==> config.mk <==
export PLATFORM = sky130hd
export DESIGN_NAME = lifo_stack_with_search
export DESIGN_NICKNAME = d
export VERILOG_FILES = /design/src/rtl/lss_pkg.sv /design/src/rtl/lss_cell.sv /design/src/rtl/lifo_stack_with_search.sv
export SDC_FILE = /design/constraint.sdc
export NUM_CORES = 1
export LEC_CHECK = 0
export BUFFER_PORTS_ARGS = -buffer_cell sky130_fd_sc_hd__buf_4
export CAP_MARGIN = 20
export CELL_PAD_IN_SITES_DETAIL_PLACEMENT = 0
export CELL_PAD_IN_SITES_GLOBAL_PLACEMENT = 2
export CORE_MARGIN = 1
export CORE_UTILIZATION = 51
export CTS_BUF_LIST = sky130_fd_sc_hd__clkbuf_2
export DETAILED_ROUTE_END_ITERATION = 12
export HOLD_SLACK_MARGIN = 0.15
export PLACE_DENSITY = 0.9
export SLEW_MARGIN = 20
export SYNTH_ARGS = -nofsm -noshare
export SYNTH_HDL_FRONTEND = slang
export SYNTH_SLANG_ARGS = --single-unit
==> constraint.sdc <==
create_clock -name clock -period 50.9 [get_ports clock]
set_input_delay 5.09 -clock clock [delete_from_list [all_inputs] [get_ports clock]]
set_output_delay 5.09 -clock clock [all_outputs]
set_load 0.1 [all_outputs]
==> src/rtl/lss_pkg.sv <==
// ----------------------------------------------------------------------------
// lss_pkg
// Shared constants, types and helpers for the LIFO stack with search.
// ----------------------------------------------------------------------------
`default_nettype none

package lss_pkg;

   localparam int STACK_DEPTH = 16;
   localparam int WORD_WIDTH  = 32;
   localparam int CNT_W       = $clog2(STACK_DEPTH + 1);

   localparam int OP_W     = 2;
   localparam int DATA_W   = 32;
   localparam int STATUS_W = 2;
   localparam int POS_W    = 5;

   localparam logic [OP_W-1:0] OP_PUSH   = 2'd0;
   localparam logic [OP_W-1:0] OP_POP    = 2'd1;
   localparam logic [OP_W-1:0] OP_SEARCH = 2'd2;

   localparam logic [STATUS_W-1:0] STATUS_OK    = 2'd0;
   localparam logic [STATUS_W-1:0] STATUS_EMPTY = 2'd1;
   localparam logic [STATUS_W-1:0] STATUS_FULL  = 2'd2;

   typedef struct packed {
      logic push;
      logic pop;
      logic load;
      logic scan;
   } cell_ctrl_type;

   typedef struct packed {
      logic [STATUS_W-1:0]      status;
      logic signed [DATA_W-1:0] data_out;
      logic                     found;
      logic [POS_W-1:0]         position;
      logic [POS_W-1:0]         entry_count;
      logic                     last;
   } rsp_type;

   function automatic logic [WORD_WIDTH-1:0] to_word(input logic signed [DATA_W-1:0] v);
      logic signed [63:0] wide;
      wide = 64'(v);
      return wide[WORD_WIDTH-1:0];
   endfunction

   function automatic logic signed [DATA_W-1:0] from_word(input logic [WORD_WIDTH-1:0] w);
      logic signed [63:0] wide;
      wide = 64'(signed'(w));
      return wide[DATA_W-1:0];
   endfunction

endpackage

`default_nettype wire

==> src/rtl/lss_cell.sv <==
// ----------------------------------------------------------------------------
// lss_cell
// One stack entry: shifts down on push, up on pop, and holds a match flag
// that is loaded on search and passed towards the top during the scan.
// ----------------------------------------------------------------------------
`default_nettype none

module lss_cell
   import lss_pkg::*;
(
   input  wire logic                  clock,
   input  wire logic                  reset,
   input  wire cell_ctrl_type         ctrl,
   input  wire logic                  occupied,
   input  wire logic [WORD_WIDTH-1:0] key,
   input  wire logic [WORD_WIDTH-1:0] above_word,
   input  wire logic [WORD_WIDTH-1:0] below_word,
   input  wire logic                  below_match,
   output logic      [WORD_WIDTH-1:0] word_out,
   output logic                       match_out
);

   logic [WORD_WIDTH-1:0] word_ff, word_in;
   logic                  match_ff, match_in;

   always_comb begin
      word_in  = word_ff;
      match_in = match_ff;
      if (ctrl.push) begin
         word_in = above_word;
      end else if (ctrl.pop) begin
         word_in = below_word;
      end
      if (ctrl.load) begin
         match_in = occupied && (word_ff == key);
      end else if (ctrl.scan) begin
         match_in = below_match;
      end
   end

   always_ff @(posedge clock) begin
      word_ff <= word_in;
      if (reset) begin
         match_ff <= 1'b0;
      end else begin
         match_ff <= match_in;
      end
   end

   assign word_out  = word_ff;
   assign match_out = match_ff;

endmodule

`default_nettype wire

==> src/rtl/lifo_stack_with_search.sv <==
// ----------------------------------------------------------------------------
// lifo_stack_with_search
// Bounded LIFO stack of signed words held in a chain of shift cells, with a
// linear search that reports every matching position from the top down.
// ----------------------------------------------------------------------------
// Push and pop: result registered in the cycle after the request beat.
// Search: match flags load first, then the flag chain scans one entry per cycle
// towards the top, holding while a match at the top waits on a stalled output.
// One request in flight at a time; the next beat is taken once back in idle.
// Reset clears the entry count, the scan state and the result valid; the
// entries themselves are undefined until pushed.
`default_nettype none

module lifo_stack_with_search
   import lss_pkg::*;
(
   input  wire logic                     clock,
   input  wire logic                     reset,
   input  wire logic                     req_valid,
   output logic                          req_stall,
   input  wire logic [OP_W-1:0]          req_op,
   input  wire logic signed [DATA_W-1:0] req_value,
   output logic                          rsp_valid,
   input  wire logic                     rsp_stall,
   output logic [STATUS_W-1:0]           rsp_status,
   output logic signed [DATA_W-1:0]      rsp_data_out,
   output logic                          rsp_found,
   output logic [POS_W-1:0]              rsp_position,
   output logic [POS_W-1:0]              rsp_entry_count,
   output logic                          rsp_last
);

   typedef enum logic {ST_IDLE, ST_SCAN} state_type;

   state_type      state_ff, state_in;
   logic [CNT_W-1:0] depth_ff, depth_in;
   logic [CNT_W-1:0] pos_ff, pos_in;
   logic           rsp_valid_ff, rsp_valid_in;
   rsp_type        rsp_ff, rsp_in;

   cell_ctrl_type         ctrl;
   logic                  can_load;
   logic                  rest_any;
   logic [WORD_WIDTH-1:0] key;
   logic [WORD_WIDTH-1:0] word_q [STACK_DEPTH];
   logic [STACK_DEPTH-1:0] match_q;
   logic [STACK_DEPTH-1:0] occ;

   assign key = to_word(req_value);

   for (genvar i = 0; i < STACK_DEPTH; i++) begin : g_cell
      logic [WORD_WIDTH-1:0] above_w, below_w;
      logic                  below_m;

      if (i == 0) begin : g_top
         assign above_w = key;
      end else begin : g_mid
         assign above_w = word_q[i-1];
      end

      if (i == STACK_DEPTH - 1) begin : g_bot
         assign below_w = word_q[i];
         assign below_m = 1'b0;
      end else begin : g_up
         assign below_w = word_q[i+1];
         assign below_m = match_q[i+1];
      end

      assign occ[i] = (CNT_W'(i) < depth_ff);

      lss_cell u_cell (
         .clock       (clock),
         .reset       (reset),
         .ctrl        (ctrl),
         .occupied    (occ[i]),
         .key         (key),
         .above_word  (above_w),
         .below_word  (below_w),
         .below_match (below_m),
         .word_out    (word_q[i]),
         .match_out   (match_q[i])
      );
   end

   assign can_load = !rsp_valid_ff || !rsp_stall;
   assign rest_any = |match_q[STACK_DEPTH-1:1];
   assign req_stall = !((state_ff == ST_IDLE) && can_load);

   always_comb begin
      state_in     = state_ff;
      depth_in     = depth_ff;
      pos_in       = pos_ff;
      rsp_in       = rsp_ff;
      rsp_valid_in = rsp_valid_ff && rsp_stall;
      ctrl         = '0;

      unique case (state_ff)
         ST_IDLE: begin
            if (req_valid && !req_stall) begin
               rsp_in             = '0;
               rsp_in.last        = 1'b1;
               rsp_in.entry_count = POS_W'(depth_ff);
               unique case (req_op)
                  OP_PUSH: begin
                     rsp_valid_in = 1'b1;
                     if (depth_ff == CNT_W'(STACK_DEPTH)) begin
                        rsp_in.status = STATUS_FULL;
                     end else begin
                        ctrl.push          = 1'b1;
                        depth_in           = depth_ff + 1'b1;
                        rsp_in.entry_count = POS_W'(depth_in);
                     end
                  end
                  OP_POP: begin
                     rsp_valid_in = 1'b1;
                     if (depth_ff == '0) begin
                        rsp_in.status = STATUS_EMPTY;
                     end else begin
                        ctrl.pop           = 1'b1;
                        depth_in           = depth_ff - 1'b1;
                        rsp_in.entry_count = POS_W'(depth_in);
                        rsp_in.data_out    = from_word(word_q[0]);
                     end
                  end
                  OP_SEARCH: begin
                     if (depth_ff == '0) begin
                        rsp_valid_in  = 1'b1;
                        rsp_in.status = STATUS_EMPTY;
                     end else begin
                        ctrl.load = 1'b1;
                        pos_in    = CNT_W'(1);
                        state_in  = ST_SCAN;
                     end
                  end
                  default: ;
               endcase
            end
         end
         ST_SCAN: begin
            if (!(|match_q)) begin
               // no match anywhere
               if (can_load) begin
                  rsp_valid_in       = 1'b1;
                  rsp_in             = '0;
                  rsp_in.entry_count = POS_W'(depth_ff);
                  rsp_in.last        = 1'b1;
                  state_in           = ST_IDLE;
               end
            end else if (match_q[0]) begin
               if (can_load) begin
                  rsp_valid_in       = 1'b1;
                  rsp_in             = '0;
                  rsp_in.found       = 1'b1;
                  rsp_in.position    = POS_W'(pos_ff);
                  rsp_in.entry_count = POS_W'(depth_ff);
                  rsp_in.last        = !rest_any;
                  ctrl.scan          = 1'b1;
                  pos_in             = pos_ff + 1'b1;
                  if (!rest_any) begin
                     state_in = ST_IDLE;
                  end
               end
            end else begin
               ctrl.scan = 1'b1;
               pos_in    = pos_ff + 1'b1;
            end
         end
         default: state_in = ST_IDLE;
      endcase
   end

   always_ff @(posedge clock) begin
      rsp_ff <= rsp_in;
      pos_ff <= pos_in;
      if (reset) begin
         state_ff     <= ST_IDLE;
         depth_ff     <= '0;
         rsp_valid_ff <= 1'b0;
      end else begin
         state_ff     <= state_in;
         depth_ff     <= depth_in;
         rsp_valid_ff <= rsp_valid_in;
      end
   end

   assign rsp_valid       = rsp_valid_ff;
   assign rsp_status      = rsp_ff.status;
   assign rsp_data_out    = rsp_ff.data_out;
   assign rsp_found       = rsp_ff.found;
   assign rsp_position    = rsp_ff.position;
   assign rsp_entry_count = rsp_ff.entry_count;
   assign rsp_last        = rsp_ff.last;

endmodule

`default_nettype wire

# ---- Word-level counts from Yosys, hierarchy flattened
# Cells that the tools add are included.
dict set report totals {
  ff_bits 586
  latchBits 0
  ramBits 0
  rom_bits 0
  in_bits 38
  output_inout_bits 48
  memories 0
}
dict set report classes {
  addsub 3
  n_mul 0
  div_mod_pow 0
  order_cmp 16
  n_eq_ne 26
  n_shift 0
  muxes 108
  bitwise 1
  reduce_logical 35
}
# op n
set ops {}
lappend ops {{32-bit 2-to-1 mux} 32}
lappend ops {{32-bit equality test} 16}
lappend ops {{46-bit 2-to-1 mux} 5}
lappend ops {{46-bit case mux with 2 select lines} 1}
lappend ops {{1-bit 2-to-1 mux} 53}
lappend ops {{4-bit by 5-bit < comparator with 1-bit output (first input constant)} 8}
lappend ops {{5-bit 2-to-1 mux} 8}
lappend ops {{3-bit by 5-bit < comparator with 1-bit output (first input constant)} 4}
lappend ops {{5-bit case mux with 2 select lines} 2}
lappend ops {{1-bit logical AND} 19}
lappend ops {{16-bit OR reduction} 1}
lappend ops {{15-bit OR reduction} 1}
lappend ops {{5-bit by 1-bit adder with 5-bit output (second input constant)} 2}
lappend ops {{1-bit by 5-bit < comparator with 1-bit output (first input constant)} 2}
lappend ops {{2-bit by 5-bit < comparator with 1-bit output (first input constant)} 2}
lappend ops {{3-bit 2-to-1 mux} 2}
lappend ops {{2-bit by 1-bit inequality test with 1-bit output (second input constant)} 3}
lappend ops {{1-bit case mux with 2 select lines} 3}
lappend ops {{5-bit equality test (second input constant)} 1}
lappend ops {{5-bit logical NOT} 1}
lappend ops {{5-bit AND reduction} 1}
lappend ops {{5-bit by 1-bit subtractor with 5-bit output (second input constant)} 1}
lappend ops {{1-bit logical NOT} 4}
lappend ops {{2-bit case mux with 2 select lines} 1}
lappend ops {{14 further kinds} 16}

# ---- Longest topological paths before layout
# Gate-level depths: netlist (run 1).
dict set report depth {
  ltp_word 8
  ltp_mapped 10
  depth_no_buf 7
}

# ---- Hierarchy
# A second synthesis (run 1) with hierarchy kept.
dict set report hier_totals {
  cells_unflattened 2122
  hier_area_um2 30898.4
}
# mod n_inst cells_each area_each_um2 seq_area_each_um2
set modules_own_cells {}
lappend modules_own_cells {lss_cell 16 116 1745.4 980.9}
lappend modules_own_cells {lifo_stack_with_search 1 266 2971.6 1671.6}

# ---- Worst setup path before layout (run 1)
# OpenSTA, ideal clock, no wires.
dict set report synth_timing {
  kind {in2reg}
  startpoint {input port req_valid}
  endpoint {register g_cell[0].u_cell.word_ff[0], enable pin}
  arrival_ps 28477
  required_time_ps 49415
  slack_ps 20938
  cell_stages 3
  path_buffers 0
  path_cell_list {nor2b_1 -> nand2_1 -> a21oi_1}
}
dict set report synth_between {
  elab_chain_len 4
}
# item line_no
set synth_rtl {}
lappend synth_rtl {{start: declaration} lifo_stack_with_search.sv:19} ;# input wire logic req_valid,
lappend synth_rtl {{1-bit logical AND} lifo_stack_with_search.sv:99} ;# if (req_valid && !req_stall) begin
lappend synth_rtl {{3-bit 2-to-1 mux} lifo_stack_with_search.sv:99}
lappend synth_rtl {{3-bit 2-to-1 mux} lifo_stack_with_search.sv:97} ;# unique case (state_ff)
lappend synth_rtl {{2-bit nonzero test (no source line)} --}
lappend synth_rtl {{end signal: assignment} lss_cell.sv:42} ;# word_ff <= word_in;
lappend synth_rtl {{end: declaration} lss_cell.sv:23} ;# logic [WORD_WIDTH-1:0] word_ff, word_in;
# No other way between the ends.
# A chain may end at the register's enable or synchronous reset.

# ---- Final worst setup path (run 1)
dict set report layout_timing {
  startpoint {input port rsp_stall}
  endpoint {output port req_stall}
}
dict set report layout_between {
  elab_chain_len 4
}
# item line_no
set layout_rtl {}
lappend layout_rtl {{start: declaration} lifo_stack_with_search.sv:24} ;# input wire logic rsp_stall,
lappend layout_rtl {{1-bit logical NOT} lifo_stack_with_search.sv:85} ;# assign can_load = !rsp_valid_ff || !rsp_stall;
lappend layout_rtl {{1-bit logical OR} lifo_stack_with_search.sv:85}
lappend layout_rtl {{1-bit logical AND} lifo_stack_with_search.sv:87} ;# assign req_stall = !((state_ff == ST_IDLE) && can_load);
lappend layout_rtl {{1-bit logical NOT} lifo_stack_with_search.sv:87}
lappend layout_rtl {{end: declaration} lifo_stack_with_search.sv:20} ;# output logic req_stall,
# No other way between the ends.

==> metrics.txt, run 1 <==
outcome finished with violations; failing checks design-rule violations; sequential share of the synthesized area 57.1%; Flop pwr share 53.5%; placed inst area 31600 um2; CP Capture Type primary output; largest net degree at the start of global routing 208; layout cells sized above 1 36.0%; Post-synth EDFFs 563; PostCTS Resize Cnt 0; net switching power 305 uW; vias in the first global route 18760; clk slew on worst S/H paths 0.09 ns; ys flop type edfxtp_1; Unique masters post-synth 59; max frequency 92.8 MHz; Worst setup SP type input pin; Mapped Area 30400 um2; unrepaired setup endpoints after global routing false; slowest stage delay, CP 0.28 ns; Clk pwr share 33.9%; design area 33100 um2; DIE WIDTH 246 um; CTS tree built; Pwr per Cell Area 31.9 nW/um2; Slew Viols, Final 0; drt first-iter violations 2271; leakage power 10.3 nW; Worst-Margin Slew 1.24 ns; Sink Count 586; Crit path buffers/inverters 2; Final min period 10.78 ns; Initial Util 51.6%; # IOs 86; Syn Nets 2180; total CTS buffers 155; global-route wire length before repair 124000 um; DP HPWL 59300 um; Mean Syn Cell Area 14.3 um2; worst endpoint data arrival time 5.69 ns; worst path required time 45.81 ns; sw frac 28.9%; Pint 752 uW; core footprint 59000 um2; All-Layer GR Usage 28.1%; worst vdd ir 0.0209 mV; critical path peak fanout 6; Final Hold Viols 0; HP Class reg2reg; Max Cap Violations 0; post-detailed-route count of antenna-violating nets 0; Clk Latency, worst-skew pair 1.35 ns; Comb power frac 12.6%; final net count 2293; routed wire length 84400 um; initial antenna violation count 4; area delta synth->final 8.86%; row count 89; R2R cell count 9; die height 246 um; CTS H-Tree Depth 4; DIE AREA 60600 um2; critical path depth in cells 4; Synth async-reset ratio 0%; Overflow after GRT 0; Residual DRC 2; Via density 6.00; WL/cell 26.9 um; post-route clock period utilization 21.2%; Buffers on Ports 85; critical path's top delay family buffers and inverters; Clock Path Buffers 3; Slowest cell on crit path buf_4; Crit Path Class in2out; worst relative slew slack 17.6%; gpl congestion 0.931; Synth Warn # 0; clk_skew 0.0703 ns; worst path cell trace buf_4 > nand2_1 > nand2_1 > buf_4; hold depth 2; root buffer cell clkbuf_2; TNS Setup 0 ns; via count 18790; TritonRoute pass-1 iters 11; Overall Power 1.06 mW; post-CTS setup buffer count 0; Syn Inst Count 2132; endpoints failing setup 0; hold_buf cts 0; Seq cells post-synth 586
## sequential cells by signal, summed over array words and instances (netlist names), 2 cells and up
name and cells:
rsp_data_out 32, depth_ff 5, g_cell.u_cell.word_out 512, rsp_entry_count 5, rsp_status 2, g_cell.u_cell.match_out 16
pos_ff 5, rsp_position 5
## cell usage in the layout (no fill, tap or decap), drive strengths merged, types with 10 or more instances in the layout
| cell type | netlist | final |
|---|---|---|
| a211oi | 12 | 12 |
| nor3 | 26 | 26 |
| nand4 | 99 | 99 |
| o21ai | 20 | 20 |
| clkinv | 1 | 17 |
| mux2 | 480 | 480 |
| edfxtp | 563 | 563 |
| ha | 10 | 10 |
| a21oi | 11 | 11 |
| nor4 | 58 | 58 |
| dfxtp | 23 | 23 |
| nand2 | 16 | 16 |
| nor2 | 25 | 25 |
| clkbuf | 88 | 242 |
| nand3 | 16 | 16 |
| xor2 | 176 | 176 |
| inv | 9 | 12 |
| buf | 56 | 100 |
| and3 | 34 | 34 |
| xnor2 | 336 | 336 |
## metal layers
| layer | track usage (%) | vias up | part of all wire, % |
|---|---|---|---|
| li1 | - | 8298 | - |
| met2 | 42.1 | 816 | 45 |
| met3 | 7.80 | 106 | 9.1 |
| met4 | 7.52 | 4 | 1.5 |
| met5 | 0 | - | 0.031 |
| met1 | 40.0 | 9566 | 44 |
## final cells by class
type / instances / area, um2
diodes: 1 / 2.50
clock buffers: 242 / 1210
clock inverters: 29 / 298
fillers: 4898 / 25900
inverters: 10 / 37.5
multi-input cells: 1392 / 12400
flip-flops and latches: 586 / 17400
well taps: 773 / 967
repair buffers: 100 / 801
## path summary, 6_finish.rpt
kind / start / end / slack [ns]
max: rsp_stall / req_stall / 40.12
min reg2reg: g_cell[15].u_cell.match_out / g_cell[15].u_cell.match_out / 0.50
max reg2reg: depth_ff[0] / g_cell[0].u_cell.word_out[20] / 45.94
min: g_cell[15].u_cell.match_out / g_cell[15].u_cell.match_out / 0.50
## kinds of logic after synthesis
group,count (synthesis),synth area share (%)
DFF,586,57.1
xor gates and xnor gates,512,14.7
muxes,482,17.8
and+or+nand+nor,308,5.93
buffers and inverters,154,2.14
AOI/OAI and AO/OA,80,1.88
adders and majority gates,10,0.411
## cell usage after synthesis, types with 3 or more instances
master / n / area share (%)
a211oi_1: 11 / 0.27
a21oi_1: 11 / 0.18
a311oi_1: 4 / 0.12
a31oi_1: 5 / 0.10
and2_1: 7 / 0.14
and3_1: 34 / 0.70
buf_2: 53 / 0.87
clkbuf_1: 88 / 1.1
dfxtp_1: 23 / 1.5
edfxtp_1: 563 / 56
ha_1: 10 / 0.41
inv_1: 9 / 0.11
mux2_2: 480 / 18
nand2_1: 15 / 0.19
nand2b_1: 5 / 0.10
nand3_1: 16 / 0.26
nand4_1: 99 / 2.0
nor2_1: 25 / 0.31
nor3_1: 26 / 0.43
nor3b_1: 4 / 0.099
nor4_1: 58 / 1.2
o21a_1: 3 / 0.074
o21ai_0: 13 / 0.21
o21ai_1: 6 / 0.099
o221a_2: 3 / 0.11
or3_1: 3 / 0.062
or4_1: 8 / 0.20
xnor2_1: 336 / 9.7
xor2_1: 176 / 5.1
## tightest hold or removal path, delay by kind of cell (launching register included)
kind	cells	cell delay, ns
and+or+nand+nor	1	0.07
DFF	1	0.33
AOI/OAI and AO/OA	1	0.05
## power groups by stage
stage,sequential [mW],combinational (mW),clock [mW]
3_3_place_gp,0.576,0.129,0
4_1_cts,0.565,0.131,0.367
3_5_place_dp,0.576,0.131,0
5_1_grt,0.567,0.140,0.391
6_report,0.566,0.133,0.359
2_1_floorplan,0.609,0.0766,0
## per-stage QoR
step	hold WS [ns]	setup slack (ns)	cells	utilization (%)
after floorplan	0.452	20.94	2132	-
after global placement	0.478	40.13	2861	53.6
after detailed placement	0.481	40.13	2861	53.6
after CTS	0.476	40.12	3132	56.1
after global routing	0.488	40.09	3133	56.1
final	0.498	40.12	3133	56.1
(Power assumes the default switching activity.)
==> run 2: changes to the inputs <==
--- a/config.mk
+++ b/config.mk
@@ -10,11 +10,11 @@
 export CELL_PAD_IN_SITES_DETAIL_PLACEMENT = 0
 export CELL_PAD_IN_SITES_GLOBAL_PLACEMENT = 2
 export CORE_MARGIN = 1
-export CORE_UTILIZATION = 51
+export CORE_UTILIZATION = 48
 export CTS_BUF_LIST = sky130_fd_sc_hd__clkbuf_2
 export DETAILED_ROUTE_END_ITERATION = 12
 export HOLD_SLACK_MARGIN = 0.15
-export PLACE_DENSITY = 0.9
+export PLACE_DENSITY = 0.85
 export SLEW_MARGIN = 20
 export SYNTH_ARGS = -nofsm -noshare
 export SYNTH_HDL_FRONTEND = slang
==> constraint.sdc (replaced) <==
create_clock -name clock -period 10.45 [get_ports clock]
set_input_delay 1.045 -clock clock [delete_from_list [all_inputs] [get_ports clock]]
set_output_delay 1.045 -clock clock [all_outputs]
set_load 0.1 [all_outputs]
==> metrics.txt, run 2 (same netlist as run 1, synthesis figures left out) <==
Residual DRC 0 (-2); Comb power frac 13.0% (+0.4 points); largest net degree at the start of global routing 199 (-4.3%); Max Cap Violations 0 (unchanged); Slew Viols, Final 0 (unchanged); Sink Count 586 (unchanged); Pint 3.54 mW (+370%); CP Capture Type flop; non-filler cells, final 3198 (+2.1%); worst r2r src depth_ff[0]; row count 91 (+2.2%); worst path required time 11.36 ns (-34.45 ns); Buffers on Ports 85 (unchanged); core footprint 62200 um2 (+5.3%); max frequency 223 MHz; layout cells sized above 1 35.4% (-0.57 points); Worst setup SP type flop; routed wire length 85700 um (+1.6%); placed cells 2923 (+2.2%); # IOs 86 (unchanged); WL/cell 26.8 um (-0.48%); Pwr per Cell Area 152 nW/um2 (+380%); CTS H-Tree Depth 4 (unchanged); crit path capture g_cell[1].u_cell.word_out[13]; R2R cell count 7 (-2); worst endpoint data arrival time 5.40 ns (-0.29 ns); commonest non-fill, non-tap cells in the layout 563 x edfxtp_1, 480 x mux2_2, 336 x xnor2_1, 235 x clkbuf_2, 176 x xor2_1; Clk Latency, worst-skew pair 1.33 ns (-0.02 ns); All-Layer GR Usage 27.0% (-1.1 points); CP startpoint depth_ff[0]; R2R setup slack 5.96 ns (-39.98 ns); final worst slack 5.96 ns (-34.16 ns); vias in the first global route 18869 (+0.58%); CTS tree built; via count 18607 (-0.97%); DIE WIDTH 254 um (+3.1%); Overall Power 5.02 mW (+370%); unrepaired setup endpoints after global routing false; Crit Path Class reg2reg; hold depth 2 (unchanged); HP Class in2reg; die height 254 um (+3.1%); worst vdd ir 0.0904 mV (+330%); sw frac 29.4% (+0.52 points); Clk pwr share 32.1% (-1.8 points); post-CTS setup buffer count 0 (unchanged); Flop pwr share 54.9% (+1.4 points); PostCTS Resize Cnt 0 (unchanged); fillcell total 5338 (+9.0%); area delta synth->final 8.80% (about the same); Final Hold Viols 0 (unchanged); total CTS buffers 154 (-0.65%); net switching power 1.48 mW (+380%); Final min period 4.49 ns; clk slew on worst S/H paths 0.11 ns (+0.02 ns); gpl congestion 0.905 (-2.8%); clk_skew 0.0945 ns (+0.0242 ns); outcome finished, final reports clean; worst relative slew slack 21.1% (+3.5 points); commonest non-fill, non-tap cell in the layout edfxtp_1; TNS Setup 0 ns (unchanged); global-route wire length before repair 126000 um (+1.6%); Via density 5.82 (-3.0%); Clock Path Buffers 3 (unchanged); post-detailed-route count of antenna-violating nets 0 (unchanged); Setup WS pre-CTS 5.75 ns (-34.38 ns); endpoints failing setup 0 (unchanged); post-route clock period utilization 43.0%; drt first-iter violations 1993 (-12%); max reg flops 512 (unchanged); Overflow after GRT 0 (unchanged); final net count 2297 (+0.17%); leakage power 10.3 nW (-0.43%); Initial Util 48.9% (-2.6 points); initial antenna violation count 5 (+1); DP HPWL 60300 um (+1.6%); Worst-Margin Slew 1.18 ns (-0.0526 ns); DIE AREA 64400 um2 (+6.2%); final core occ 53.3% (-2.9 points); end of the worst register-to-register path g_cell[1].u_cell.word_out[13]; critical path peak fanout 130 (+124); root buffer cell clkbuf_2; TritonRoute pass-1 iters 5 (-6)
## run 2: cell count changes in the layout (fill, tap and decap cells not counted), moves of 3 or more
cell           change
clkinv_1           +9
clkbuf_2           -7
dlygate4sd3_1      +6
bufinv_16          -4
clkinvlp_4         -4
clkinv_2           +3
## run 2: layer usage
metal	track usage, %	wire length, um	vias up
met5	0	27	-
met4	7.38	1320	4
met3	9.52	8750	106
met2	39.9	38700	778
met1	37.5	36900	9433
li1	-	-	8286
## run 2: how the worst min path moves through the flow
stage / from / end / slack [ns]
floorplan: g_cell[15].u_cell.match_out / g_cell[15].u_cell.match_out / 0.45
global placement: g_cell[15].u_cell.match_out / g_cell[15].u_cell.match_out / 0.48
detailed placement: g_cell[14].u_cell.word_out[5] / g_cell[15].u_cell.word_out[5] / 0.49
CTS: req_value[1] / g_cell[0].u_cell.word_out[1] / 0.19
global route: req_value[8] / g_cell[0].u_cell.word_out[8] / 0.24
finish: req_value[1] / g_cell[0].u_cell.word_out[1] / 0.37
## run 2: metrics by stage
stage                     hold WS (ns)  cell area [um2]
after floorplan                  0.452            30400
after global placement           0.479            31700
after detailed placement         0.486            31700
after CTS                        0.192            33100
after global routing             0.244            33100
final                            0.372            33100
## run 2: critical path, stage by stage, from the launching register on
cell     delay, ns
dfxtp_1       0.70
inv_1         0.23
ha_1          0.30
or4b_2        0.29
nand2_1       0.17
a21oi_4       0.64
buf_12        0.57
buf_4         0.91
## run 2: power by group through the flow
stage / clock network, mW / logic [mW] / registers, mW
5_1_grt: 1.77 / 0.684 / 2.77
3_3_place_gp: 0 / 0.630 / 2.81
3_5_place_dp: 0 / 0.636 / 2.81
2_1_floorplan: 0 / 0.374 / 2.90
6_report: 1.61 / 0.650 / 2.76
4_1_cts: 1.66 / 0.642 / 2.76
## run 2: repair_timing
item / in CTS / in global routing
hold buffers: 6 / 0
setup endpoints to repair: 0 / 0
endpoints found under the hold margin: 28 / 0
## run 2: area by class of cell
class	instances	area [um2]	area share [%]
flip-flops and latches	586	17400	52.5
multi-input cells	1392	12400	37.6
clock buffers	235	1180	3.55
well taps	837	1050	3.16
repair buffers	105	851	2.57
clock inverters	32	178	0.537
inverters	10	37.5	0.113
diodes	1	2.50	0.00756
